**config.mk**
```make
export PLATFORM = sky130hd
export DESIGN_NAME = lidar_clamp_and_region_count_core
export DESIGN_NICKNAME = d
export VERILOG_FILES = /design/src/rtl/lcrc_pkg.sv /design/src/rtl/lcrc_front.sv /design/src/rtl/lcrc_queue.sv /design/src/rtl/lcrc_back.sv /design/src/rtl/lidar_clamp_and_region_count_core.sv
export SDC_FILE = /design/constraint.sdc
export NUM_CORES = 2
export LEC_CHECK = 0
export BUFFER_PORTS_ARGS = -buffer_cell sky130_fd_sc_hd__buf_4
export CAP_MARGIN = 20
export CELL_PAD_IN_SITES_DETAIL_PLACEMENT = 1
export CELL_PAD_IN_SITES_GLOBAL_PLACEMENT = 1
export CORE_ASPECT_RATIO = 1.5
export CORE_MARGIN = 2
export CORE_UTILIZATION = 53
export CTS_BUF_LIST = sky130_fd_sc_hd__clkbuf_4
export CTS_CLUSTER_SIZE = 12
export DETAILED_ROUTE_END_ITERATION = 7
export GPL_ROUTABILITY_DRIVEN = 0
export MAX_ROUTING_LAYER = met4
export PLACE_DENSITY = 0.9
export SYNTH_ARGS = -nofsm -noshare
export SYNTH_HDL_FRONTEND = slang
export SYNTH_HIERARCHICAL = 1
export SYNTH_SLANG_ARGS = --single-unit
```
**constraint.sdc**
```tcl
create_clock -name clk_i -period 9.22 [get_ports clk_i]
set_input_delay 1.383 -clock clk_i [delete_from_list [all_inputs] [get_ports clk_i]]
set_output_delay 1.383 -clock clk_i [all_outputs]
set_load 0.02 [all_outputs]
```
**src/rtl/lcrc_pkg.sv**
```systemverilog
package lcrc_pkg;

  localparam int unsigned MAX_SAMPLES_DEF  = 2048;
  localparam int unsigned CORDIC_STEPS_DEF = 16;
  localparam int unsigned ATAN_ENTRIES     = 24;

  localparam int unsigned CFG_IDX_W  = 3;
  localparam int unsigned CFG_DATA_W = 16;

  // register indexes
  localparam logic [CFG_IDX_W-1:0] REG_ANGLE_START     = 3'd0;
  localparam logic [CFG_IDX_W-1:0] REG_ANGLE_STEP      = 3'd1;
  localparam logic [CFG_IDX_W-1:0] REG_CLAMP_MM        = 3'd2;
  localparam logic [CFG_IDX_W-1:0] REG_FORWARD_MIN_MM  = 3'd3;
  localparam logic [CFG_IDX_W-1:0] REG_LATERAL_MAX_MM  = 3'd4;
  localparam logic [CFG_IDX_W-1:0] REG_COUNT_THRESHOLD = 3'd5;
  localparam logic [CFG_IDX_W-1:0] REG_DETECT_ENABLE   = 3'd6;

  localparam logic [15:0] CLAMP_MM_RST        = 16'd5000;
  localparam logic [15:0] FORWARD_MIN_MM_RST  = 16'd1500;
  localparam logic [15:0] LATERAL_MAX_MM_RST  = 16'd4000;
  localparam logic [11:0] COUNT_THRESHOLD_RST = 12'd40;

  // 1/K of the cordic gain in Q30
  localparam logic [29:0] KINV_Q30 = 30'h26DD3B6A;

  // x and y in mm Q16 plus headroom for the cordic gain and sign
  localparam int unsigned COORD_W = 35;
  localparam int unsigned ZACC_W  = 34;

  typedef struct packed {
    logic [15:0] angle_start;
    logic [15:0] angle_step;
    logic [15:0] clamp_mm;
    logic [15:0] forward_min_mm;
    logic [15:0] lateral_max_mm;
    logic [11:0] count_threshold;
    logic        detect_enable;
  } lcrc_cfg_t;

  typedef struct packed {
    logic [15:0] range_mm;
    logic [15:0] out_range_mm;
    logic [15:0] angle;
    logic        countable;
    logic        last;
  } lcrc_item_t;

  // atan(2^-i) in 2^32 units per turn
  function automatic logic [31:0] atan_at(input logic [4:0] i);
    logic [31:0] r;
    case (i)
      5'd0:    r = 32'h20000000;
      5'd1:    r = 32'h12E4051E;
      5'd2:    r = 32'h09FB385B;
      5'd3:    r = 32'h051111D4;
      5'd4:    r = 32'h028B0D43;
      5'd5:    r = 32'h0145D7E1;
      5'd6:    r = 32'h00A2F61E;
      5'd7:    r = 32'h00517C55;
      5'd8:    r = 32'h0028BE53;
      5'd9:    r = 32'h00145F2F;
      5'd10:   r = 32'h000A2F98;
      5'd11:   r = 32'h000517CC;
      5'd12:   r = 32'h00028BE6;
      5'd13:   r = 32'h000145F3;
      5'd14:   r = 32'h0000A2FA;
      5'd15:   r = 32'h0000517D;
      5'd16:   r = 32'h000028BE;
      5'd17:   r = 32'h0000145F;
      5'd18:   r = 32'h00000A30;
      5'd19:   r = 32'h00000518;
      5'd20:   r = 32'h0000028C;
      5'd21:   r = 32'h00000146;
      5'd22:   r = 32'h000000A3;
      5'd23:   r = 32'h00000051;
      default: r = 32'h00000000;
    endcase
    return r;
  endfunction

endpackage

```
**src/rtl/lcrc_front.sv**
```systemverilog
module lcrc_front import lcrc_pkg::*; #(
  parameter int unsigned MAX_SAMPLES = MAX_SAMPLES_DEF
) (
  input  logic       clk_i,
  input  logic       rst_ni,
  input  lcrc_cfg_t  cfg_i,
  input  logic       in_valid_i,
  output logic       in_ready_o,
  input  logic [15:0] range_mm_i,
  input  logic       range_invalid_i,
  input  logic       last_sample_i,
  input  logic       full_i,
  output logic       push_o,
  output lcrc_item_t item_o
);

  localparam int unsigned IDX_W = (MAX_SAMPLES > 1) ? $clog2(MAX_SAMPLES) : 1;
  localparam logic [IDX_W-1:0] IDX_LAST = IDX_W'(MAX_SAMPLES - 1);

  logic [IDX_W-1:0]  idx_q, idx_d;
  logic [IDX_W+15:0] offset;

  assign in_ready_o = !full_i;
  assign push_o     = in_valid_i && !full_i;

  // index times step, only the low 16 bits matter (angle wraps each turn)
  assign offset = {16'b0, idx_q} * {{IDX_W{1'b0}}, cfg_i.angle_step};

  always_comb begin
    item_o.range_mm     = range_mm_i;
    item_o.out_range_mm = (range_invalid_i || (range_mm_i > cfg_i.clamp_mm)) ?
                          cfg_i.clamp_mm : range_mm_i;
    item_o.angle        = cfg_i.angle_start + offset[15:0];
    item_o.countable    = cfg_i.detect_enable && !range_invalid_i;
    item_o.last         = last_sample_i;
  end

  always_comb begin
    idx_d = idx_q;
    if (push_o) begin
      if (last_sample_i) begin
        idx_d = '0;
      end else if (idx_q < IDX_LAST) begin
        idx_d = idx_q + 1'b1;
      end
    end
  end

  always_ff @(posedge clk_i or negedge rst_ni) begin
    if (!rst_ni) begin
      idx_q <= '0;
    end else begin
      idx_q <= idx_d;
    end
  end

endmodule

```
**src/rtl/lcrc_queue.sv**
```systemverilog
module lcrc_queue import lcrc_pkg::*; (
  input  logic       clk_i,
  input  logic       rst_ni,
  input  logic       push_i,
  input  lcrc_item_t item_i,
  output logic       full_o,
  input  logic       pop_i,
  output lcrc_item_t item_o,
  output logic       empty_o
);

  lcrc_item_t entry_q [2];
  logic       wr_ptr_q, wr_ptr_d;
  logic       rd_ptr_q, rd_ptr_d;
  logic [1:0] cnt_q, cnt_d;

  assign full_o  = (cnt_q == 2'd2);
  assign empty_o = (cnt_q == 2'd0);
  assign item_o  = entry_q[rd_ptr_q];

  always_comb begin
    wr_ptr_d = wr_ptr_q;
    rd_ptr_d = rd_ptr_q;
    cnt_d    = cnt_q;
    if (push_i) begin
      wr_ptr_d = !wr_ptr_q;
    end
    if (pop_i) begin
      rd_ptr_d = !rd_ptr_q;
    end
    if (push_i && !pop_i) begin
      cnt_d = cnt_q + 2'd1;
    end else if (pop_i && !push_i) begin
      cnt_d = cnt_q - 2'd1;
    end
  end

  always_ff @(posedge clk_i or negedge rst_ni) begin
    if (!rst_ni) begin
      wr_ptr_q <= 1'b0;
      rd_ptr_q <= 1'b0;
      cnt_q    <= 2'd0;
    end else begin
      wr_ptr_q <= wr_ptr_d;
      rd_ptr_q <= rd_ptr_d;
      cnt_q    <= cnt_d;
    end
  end

  always_ff @(posedge clk_i) begin
    if (push_i) begin
      entry_q[wr_ptr_q] <= item_i;
    end
  end

endmodule

```
**src/rtl/lcrc_back.sv**
```systemverilog
module lcrc_back import lcrc_pkg::*; #(
  parameter int unsigned CORDIC_STEPS = CORDIC_STEPS_DEF
) (
  input  logic        clk_i,
  input  logic        rst_ni,
  input  lcrc_cfg_t   cfg_i,
  input  logic        empty_i,
  input  lcrc_item_t  item_i,
  output logic        pop_o,
  output logic        out_valid_o,
  input  logic        out_ready_i,
  output logic [15:0] out_range_mm_o,
  output logic        scan_end_o,
  output logic        door_open_o
);

  localparam int unsigned NSTEPS = (CORDIC_STEPS > ATAN_ENTRIES) ? ATAN_ENTRIES : CORDIC_STEPS;
  localparam int unsigned IT_W   = (NSTEPS > 1) ? $clog2(NSTEPS) : 1;
  localparam logic [IT_W-1:0] IT_LAST = IT_W'(NSTEPS - 1);

  localparam logic [1:0] ST_IDLE = 2'd0;
  localparam logic [1:0] ST_LOAD = 2'd1;
  localparam logic [1:0] ST_ITER = 2'd2;
  localparam logic [1:0] ST_DONE = 2'd3;

  logic [1:0]                state_q, state_d;
  lcrc_item_t                cur_q, cur_d;
  logic signed [COORD_W-1:0] x_q, x_d, y_q, y_d;
  logic signed [ZACC_W-1:0]  z_q, z_d;
  logic [IT_W-1:0]           iter_q, iter_d;
  logic [11:0]               cnt_q, cnt_d;
  logic                      out_valid_q, out_valid_d;
  logic [15:0]               out_range_q, out_range_d;
  logic                      scan_end_q, scan_end_d;
  logic                      door_open_q, door_open_d;

  logic [45:0]               prod;
  logic signed [COORD_W-1:0] x0, xs, ys, y_abs, fwd_lim, lat_lim;
  logic signed [ZACC_W-1:0]  atan_s;
  logic                      fold, hit, out_free;
  logic [15:0]               ang_f;
  logic [11:0]               cnt_inc;

  assign out_free = !out_valid_q || out_ready_i;
  assign pop_o    = (state_q == ST_IDLE) && !empty_i;

  assign prod = 46'(cur_q.range_mm) * 46'(KINV_Q30);
  assign x0   = $signed({3'b000, prod[45:14]});

  // angles beyond +-90 degrees: rotate by half a turn and start from -x
  assign fold  = cur_q.angle[15] ^ cur_q.angle[14];
  assign ang_f = {cur_q.angle[15] ^ fold, cur_q.angle[14:0]};

  assign xs     = x_q >>> iter_q;
  assign ys     = y_q >>> iter_q;
  assign atan_s = $signed({2'b00, atan_at(5'(iter_q))});

  assign y_abs   = y_q[COORD_W-1] ? -y_q : y_q;
  assign fwd_lim = $signed({3'b000, cfg_i.forward_min_mm, 16'b0});
  assign lat_lim = $signed({3'b000, cfg_i.lateral_max_mm, 16'b0});
  assign hit     = cur_q.countable && (x_q > fwd_lim) && (y_abs < lat_lim);
  assign cnt_inc = (hit && (cnt_q != 12'hFFF)) ? cnt_q + 12'd1 : cnt_q;

  always_comb begin
    state_d     = state_q;
    cur_d       = cur_q;
    x_d         = x_q;
    y_d         = y_q;
    z_d         = z_q;
    iter_d      = iter_q;
    cnt_d       = cnt_q;
    out_valid_d = out_valid_q && !out_ready_i;
    out_range_d = out_range_q;
    scan_end_d  = scan_end_q;
    door_open_d = door_open_q;
    unique case (state_q)
      ST_IDLE: begin
        if (!empty_i) begin
          cur_d   = item_i;
          // samples that cannot count skip the rotation
          state_d = item_i.countable ? ST_LOAD : ST_DONE;
        end
      end
      ST_LOAD: begin
        x_d     = fold ? -x0 : x0;
        y_d     = '0;
        z_d     = {{2{ang_f[15]}}, ang_f, 16'b0};
        iter_d  = '0;
        state_d = ST_ITER;
      end
      ST_ITER: begin
        if (!z_q[ZACC_W-1]) begin
          x_d = x_q - ys;
          y_d = y_q + xs;
          z_d = z_q - atan_s;
        end else begin
          x_d = x_q + ys;
          y_d = y_q - xs;
          z_d = z_q + atan_s;
        end
        iter_d = iter_q + 1'b1;
        if (iter_q == IT_LAST) begin
          state_d = ST_DONE;
        end
      end
      ST_DONE: begin
        if (out_free) begin
          out_valid_d = 1'b1;
          out_range_d = cur_q.out_range_mm;
          scan_end_d  = cur_q.last;
          door_open_d = cur_q.last && cfg_i.detect_enable &&
                        (cnt_inc > cfg_i.count_threshold);
          cnt_d       = cur_q.last ? 12'd0 : cnt_inc;
          state_d     = ST_IDLE;
        end
      end
      default: state_d = ST_IDLE;
    endcase
  end

  always_ff @(posedge clk_i or negedge rst_ni) begin
    if (!rst_ni) begin
      state_q     <= ST_IDLE;
      cnt_q       <= 12'd0;
      out_valid_q <= 1'b0;
    end else begin
      state_q     <= state_d;
      cnt_q       <= cnt_d;
      out_valid_q <= out_valid_d;
    end
  end

  always_ff @(posedge clk_i) begin
    cur_q       <= cur_d;
    x_q         <= x_d;
    y_q         <= y_d;
    z_q         <= z_d;
    iter_q      <= iter_d;
    out_range_q <= out_range_d;
    scan_end_q  <= scan_end_d;
    door_open_q <= door_open_d;
  end

  assign out_valid_o    = out_valid_q;
  assign out_range_mm_o = out_range_q;
  assign scan_end_o     = scan_end_q;
  assign door_open_o    = door_open_q;

endmodule

```
**src/rtl/lidar_clamp_and_region_count_core.sv**
```systemverilog
// Laser scan range clamp and forward-region point counter.
// Input channel (in_valid_i/in_ready_o): one range sample per transaction, in mm,
// with an invalid flag and a last-of-scan flag. Output channel (out_valid_o/
// out_ready_i): one transaction per sample, carrying the clamped range, scan_end
// and, on the last sample, door_open.
// The front side clamps the range, tracks the sample index and forms the beam
// angle, then pushes the sample into a two-entry queue. The back side rotates
// the range vector with an iterative CORDIC (one step per cycle) and counts
// points inside the forward region.
// A sample that can be counted passes the back side in order: pop, start-vector
// multiply, rotation steps, region test and output; an invalid sample or one with
// detection off goes from the pop straight to the output. The back side pops the
// next sample only after the current one has been handed to the output register.
// The queue and the output register keep the input open while the receiver
// stalls: up to four samples may be in flight before in_ready_o drops.
// Reset clears the index, the count, the queue and the output valid, and loads
// the register defaults. Config writes through cfg_we_i take effect next cycle.
module lidar_clamp_and_region_count_core import lcrc_pkg::*; #(
  parameter int unsigned MAX_SAMPLES  = MAX_SAMPLES_DEF,
  parameter int unsigned CORDIC_STEPS = CORDIC_STEPS_DEF
) (
  input  logic                  clk_i,
  input  logic                  rst_ni,
  input  logic                  cfg_we_i,
  input  logic [CFG_IDX_W-1:0]  cfg_idx_i,
  input  logic [CFG_DATA_W-1:0] cfg_wdata_i,
  input  logic                  in_valid_i,
  output logic                  in_ready_o,
  input  logic [15:0]           range_mm_i,
  input  logic                  range_invalid_i,
  input  logic                  last_sample_i,
  output logic                  out_valid_o,
  input  logic                  out_ready_i,
  output logic [15:0]           out_range_mm_o,
  output logic                  scan_end_o,
  output logic                  door_open_o
);

  lcrc_cfg_t  cfg_q, cfg_d;
  lcrc_item_t push_item, pop_item;
  logic       push, pop, full, empty;

  always_comb begin
    cfg_d = cfg_q;
    if (cfg_we_i) begin
      unique case (cfg_idx_i)
        REG_ANGLE_START:     cfg_d.angle_start     = cfg_wdata_i;
        REG_ANGLE_STEP:      cfg_d.angle_step      = cfg_wdata_i;
        REG_CLAMP_MM:        cfg_d.clamp_mm        = cfg_wdata_i;
        REG_FORWARD_MIN_MM:  cfg_d.forward_min_mm  = cfg_wdata_i;
        REG_LATERAL_MAX_MM:  cfg_d.lateral_max_mm  = cfg_wdata_i;
        REG_COUNT_THRESHOLD: cfg_d.count_threshold = cfg_wdata_i[11:0];
        REG_DETECT_ENABLE:   cfg_d.detect_enable   = cfg_wdata_i[0];
        default: ;
      endcase
    end
  end

  always_ff @(posedge clk_i or negedge rst_ni) begin
    if (!rst_ni) begin
      cfg_q.angle_start     <= 16'd0;
      cfg_q.angle_step      <= 16'd0;
      cfg_q.clamp_mm        <= CLAMP_MM_RST;
      cfg_q.forward_min_mm  <= FORWARD_MIN_MM_RST;
      cfg_q.lateral_max_mm  <= LATERAL_MAX_MM_RST;
      cfg_q.count_threshold <= COUNT_THRESHOLD_RST;
      cfg_q.detect_enable   <= 1'b1;
    end else begin
      cfg_q <= cfg_d;
    end
  end

  lcrc_front #(
    .MAX_SAMPLES (MAX_SAMPLES)
  ) u_front (
    .clk_i           (clk_i),
    .rst_ni          (rst_ni),
    .cfg_i           (cfg_q),
    .in_valid_i      (in_valid_i),
    .in_ready_o      (in_ready_o),
    .range_mm_i      (range_mm_i),
    .range_invalid_i (range_invalid_i),
    .last_sample_i   (last_sample_i),
    .full_i          (full),
    .push_o          (push),
    .item_o          (push_item)
  );

  lcrc_queue u_queue (
    .clk_i   (clk_i),
    .rst_ni  (rst_ni),
    .push_i  (push),
    .item_i  (push_item),
    .full_o  (full),
    .pop_i   (pop),
    .item_o  (pop_item),
    .empty_o (empty)
  );

  lcrc_back #(
    .CORDIC_STEPS (CORDIC_STEPS)
  ) u_back (
    .clk_i          (clk_i),
    .rst_ni         (rst_ni),
    .cfg_i          (cfg_q),
    .empty_i        (empty),
    .item_i         (pop_item),
    .pop_o          (pop),
    .out_valid_o    (out_valid_o),
    .out_ready_i    (out_ready_i),
    .out_range_mm_o (out_range_mm_o),
    .scan_end_o     (scan_end_o),
    .door_open_o    (door_open_o)
  );

endmodule

```
==> impl_metrics.toml <==
[outcome]
outcome = "finished, violations left"
violations_in_the_final_reports = "design-rule violations"

[worst_setup_path]
cp-end-kind = "flip-flop"
crit_path_top_delay_cell = "sky130_fd_sc_hd__xor2_1"
critical_path.startpoint_type = "flip-flop"
cp_slowest_stage_delay_ns = 0.88
r2r_slack_ns = 0.10
regToRegEndpoint = "u_back/x_q[29]"
regToRegStartpoint = "u_back/cur_q[48]"
cp_data_required_time_ns = 9.96
worst-endpoint-arrival_ns = 9.86
crit_fanout = 11
critical_path.most_common_cell = "sky130_fd_sc_hd__ha_1"
cp_cell_sequence = "inv_1 -> ha_1 -> xnor2_1 -> ha_1 -> nor2b_1 -> xnor2_1 -> ha_1 -> o21bai_1 -> fa_1 -> fa_1 -> inv_1 -> fa_1 -> inv_1 -> ha_1 -> a21oi_1 -> o21ai_1 -> a2111o_1 -> a21oi_2 -> o21ba_2 -> xor2_1 -> o21a_1 -> a41oi_1 -> xor2_1 -> a21oi_1"
path_class = "flip-flop to flip-flop"
timing.reg2reg.worst_path_depth = 24

[routing]
vias = 36640
dr.pass1.iters = 8
post_drt_via_cell_ratio = 6.941
detail_route.wirelength_um = 169800
route.detailed.drc = 11
wl_per_cell_um = 32.17
drtIter0Drc = 3909
drtAntennaViolNets = 0

[layout]
layout-drive-gt1-share = 0.1515
area.sequential_mm2 = 0.01200
final.fill_count = 8455
area_of_combinational_cells_with_multiple_inputs_mm2 = 0.02698
fin_nets = 4816
areaGrowthSynthToFinish_pct = 6.625

[yosys]
post_synth_main_area_contributors = "sky130_fd_sc_hd__edfxtp_1, sky130_fd_sc_hd__fa_1, sky130_fd_sc_hd__ha_1"
synthCells = 4083
async_flop_share = 0.2867
synth_ff_type = "sky130_fd_sc_hd__edfxtp_1"
syn_area_mm2 = 0.04180
area_leader_netlist = "sky130_fd_sc_hd__edfxtp_1"
synth_enable_flop_cells = 276
synth_top_area_frac = 0.1983
synth.avg_cell_area_um2 = 10.24
synth_fp_nets = 4761
synthDistinctLibCells = 108
synth-seq-cells = 429
synth-seq-area-share = 0.2869
yosysWarnings = 6

[clock_network]
tritoncts = "done"
number_of_buffers_added_by_the_clock_tree_synthesis_step = 110
tritoncts_sink_count = 429
cts.htree.levels = 3
clockBufferDepth = 3
clk_transition_reported_paths_ns = 0.09
clk_latency_ns = 1.09
ctsRootBufferMaster = "sky130_fd_sc_hd__clkbuf_4"

[timing]
finalWorstPathRequiredPeriod_ns = 9.118
worst_slew_pin_slew_ns = 1.241
grt_setup_unrepaired = "no"
finalMaxSlewViolations = 0
tns_ns = 0
fin_ws_ns = 0.1016
maxSlewHeadroom = 0.1512
fmax_ghz = 0.1097
fin_skew_ns = 0.1327
timing.final.crit_share = 0.9890
setup_violations = 0
final-hold-violation-count = 0

[grt]
maximum_number_of_pins_on_one_net_before_global_route_repair = 68
overflow = 0
antenna_found_initial = 17
first_global_vias = 39580
grt_first_pass_wirelength_um = 250400
global_route.usage.total = 0.4299

[die]
core_region_area_mm2 = 0.07835
rows = 126
dieWidth_um = 233.3
floorplan.initialDensity = 0.5334
vertical_extent_of_the_die_um = 347.9
floorplan.io_pins = 62
total_die_area_mm2 = 0.08117

[flow_run]
max-cap-violations = 0

[placement]
io_buffer_count = 61
dpl.hpwl_um = 107700
place_worst_setup_slack_ns = 0.9602

[min_path]
min-delay-path-class = "primary input to async pin"
==> per-stage QoR <==
step           instance area [µm²]  instances  hold WS, ns  utilization
4_1_cts                      44420       5248       0.3419       0.5670
6_report                     44560       5279       0.3990       0.5688
3_3_place_gp                 42940       5043       0.4025       0.5480
2_1_floorplan                41800       4083       0.4003            -
3_5_place_dp                 42940       5043       0.4063       0.5480
5_1_grt                      44560       5278       0.4153       0.5687
==> worst max-delay path by stage <==
stage,startpoint,end,slack (ns),depth (start not counted)
after floorplan,u_back/cur_q[39],u_back/x_q[31],2.01,25
after global placement,u_back/cur_q[39],u_back/x_q[31],1.50,24
after detailed placement,u_back/cur_q[48],u_back/x_q[31],0.96,25
after CTS,u_back/cur_q[48],u_back/x_q[31],0.52,25
after global routing,u_back/cur_q[48],u_back/x_q[31],0.10,26
final,u_back/cur_q[48],u_back/x_q[29],0.10,24
==> synth_stat cells, types with 17 or more instances <==
master,count
sky130_fd_sc_hd__dfxtp_1,30
sky130_fd_sc_hd__o21a_1,40
sky130_fd_sc_hd__inv_1,534
sky130_fd_sc_hd__nor3_1,55
sky130_fd_sc_hd__mux4_2,84
sky130_fd_sc_hd__nand4_1,40
sky130_fd_sc_hd__xnor2_1,191
sky130_fd_sc_hd__nand2_1,260
sky130_fd_sc_hd__ha_1,376
sky130_fd_sc_hd__dfstp_2,21
sky130_fd_sc_hd__o21ai_1,25
sky130_fd_sc_hd__a31oi_1,40
sky130_fd_sc_hd__and2_1,60
sky130_fd_sc_hd__o21bai_1,17
sky130_fd_sc_hd__mux2_4,60
sky130_fd_sc_hd__o211ai_1,24
sky130_fd_sc_hd__nand3_1,42
sky130_fd_sc_hd__clkbuf_1,87
sky130_fd_sc_hd__nor4_1,20
sky130_fd_sc_hd__o21ai_0,132
sky130_fd_sc_hd__or3_1,28
sky130_fd_sc_hd__a21o_1,84
sky130_fd_sc_hd__nor2b_1,28
sky130_fd_sc_hd__nand2b_1,40
sky130_fd_sc_hd__buf_4,18
sky130_fd_sc_hd__or2_2,22
sky130_fd_sc_hd__nor2_1,253
sky130_fd_sc_hd__and3_1,30
sky130_fd_sc_hd__mux2_2,139
sky130_fd_sc_hd__dfrtp_1,102
sky130_fd_sc_hd__mux2i_1,48
sky130_fd_sc_hd__edfxtp_1,276
sky130_fd_sc_hd__fa_1,260
sky130_fd_sc_hd__a211oi_1,19
sky130_fd_sc_hd__xor2_1,117
sky130_fd_sc_hd__a21oi_1,228
==> cells in the final DEF (no fill, tap or decap), types with 47 or more instances in the layout <==
cell	n
sky130_fd_sc_hd__inv_1	534
sky130_fd_sc_hd__ha_1	374
sky130_fd_sc_hd__edfxtp_1	276
sky130_fd_sc_hd__nand2_1	260
sky130_fd_sc_hd__fa_1	260
sky130_fd_sc_hd__nor2_1	253
sky130_fd_sc_hd__a21oi_1	228
sky130_fd_sc_hd__xnor2_1	191
sky130_fd_sc_hd__clkbuf_4	155
sky130_fd_sc_hd__mux2_2	139
sky130_fd_sc_hd__o21ai_0	132
sky130_fd_sc_hd__xor2_1	117
sky130_fd_sc_hd__dfrtp_1	101
sky130_fd_sc_hd__buf_4	91
sky130_fd_sc_hd__mux4_2	84
sky130_fd_sc_hd__a21o_1	84
sky130_fd_sc_hd__mux2_4	60
sky130_fd_sc_hd__and2_1	59
sky130_fd_sc_hd__nor3_1	55
sky130_fd_sc_hd__mux2i_1	47
==> layout make-up <==
class                   instances  area share
repair buffers                 95     0.01657
clock inverters                51    0.007356
diodes                         24    0.001348
inverters                     538     0.04532
clock buffers                 154     0.02594
well taps                    1024     0.02875
multi-input cells            2964      0.6055
flip-flops and latches        429      0.2692
==> worst max-delay path, delay by kind of cell, from the launching register on <==
kind            cells  cell delay [ns]
simple gates        1             0.42
compound gates      9             2.63
buf+inv             3             0.38
flops               1             0.69
fa+ha+maj           7             3.07
xor+xnor            4             1.64
==> kinds of logic after synthesis <==
| family | synth area share |
|---|---|
| xor gates and xnor gates | 0.06508 |
| AOI/OAI and AO/OA | 0.1132 |
| DFF | 0.2869 |
| buffers and inverters | 0.06826 |
| muxes | 0.1163 |
| and+or+nand+nor | 0.1131 |
| adders and majority gates | 0.2371 |
==> routing by layer <==
layer | vias to the layer above | share of wire | GRT usage
met2 | 2908 | 0.48 | 0.6891
met4 | 0 | 0.11 | 0.3595
met1 | 17920 | 0.31 | 0.4243
met5 | - | 0 | -
li1 | 14440 | - | -
met3 | 1374 | 0.10 | 0.1320
==> what timing repair did <==
action                     in CTS  in global routing
hold endpoints to repair        0                  0
setup endpoints to repair       0                  5
setup buffers                   0                  2
hold buffers                    0                  0
resized for setup               0                  1
==> registers in the layout (all words and copies together), names as in the netlist, 16 cells and up <==
name,flops
u_back/out_range_mm_o,16
u_back/cur_q,35
cfg_q,93
u_back/atan_s,30
u_back/z_q,34
u_back/y_q,35
u_queue/entry_q,100
u_back/x_q,35
Power is not shown: default switching activity piles up to over one toggle a cycle in this logic, so the estimate is an artifact.
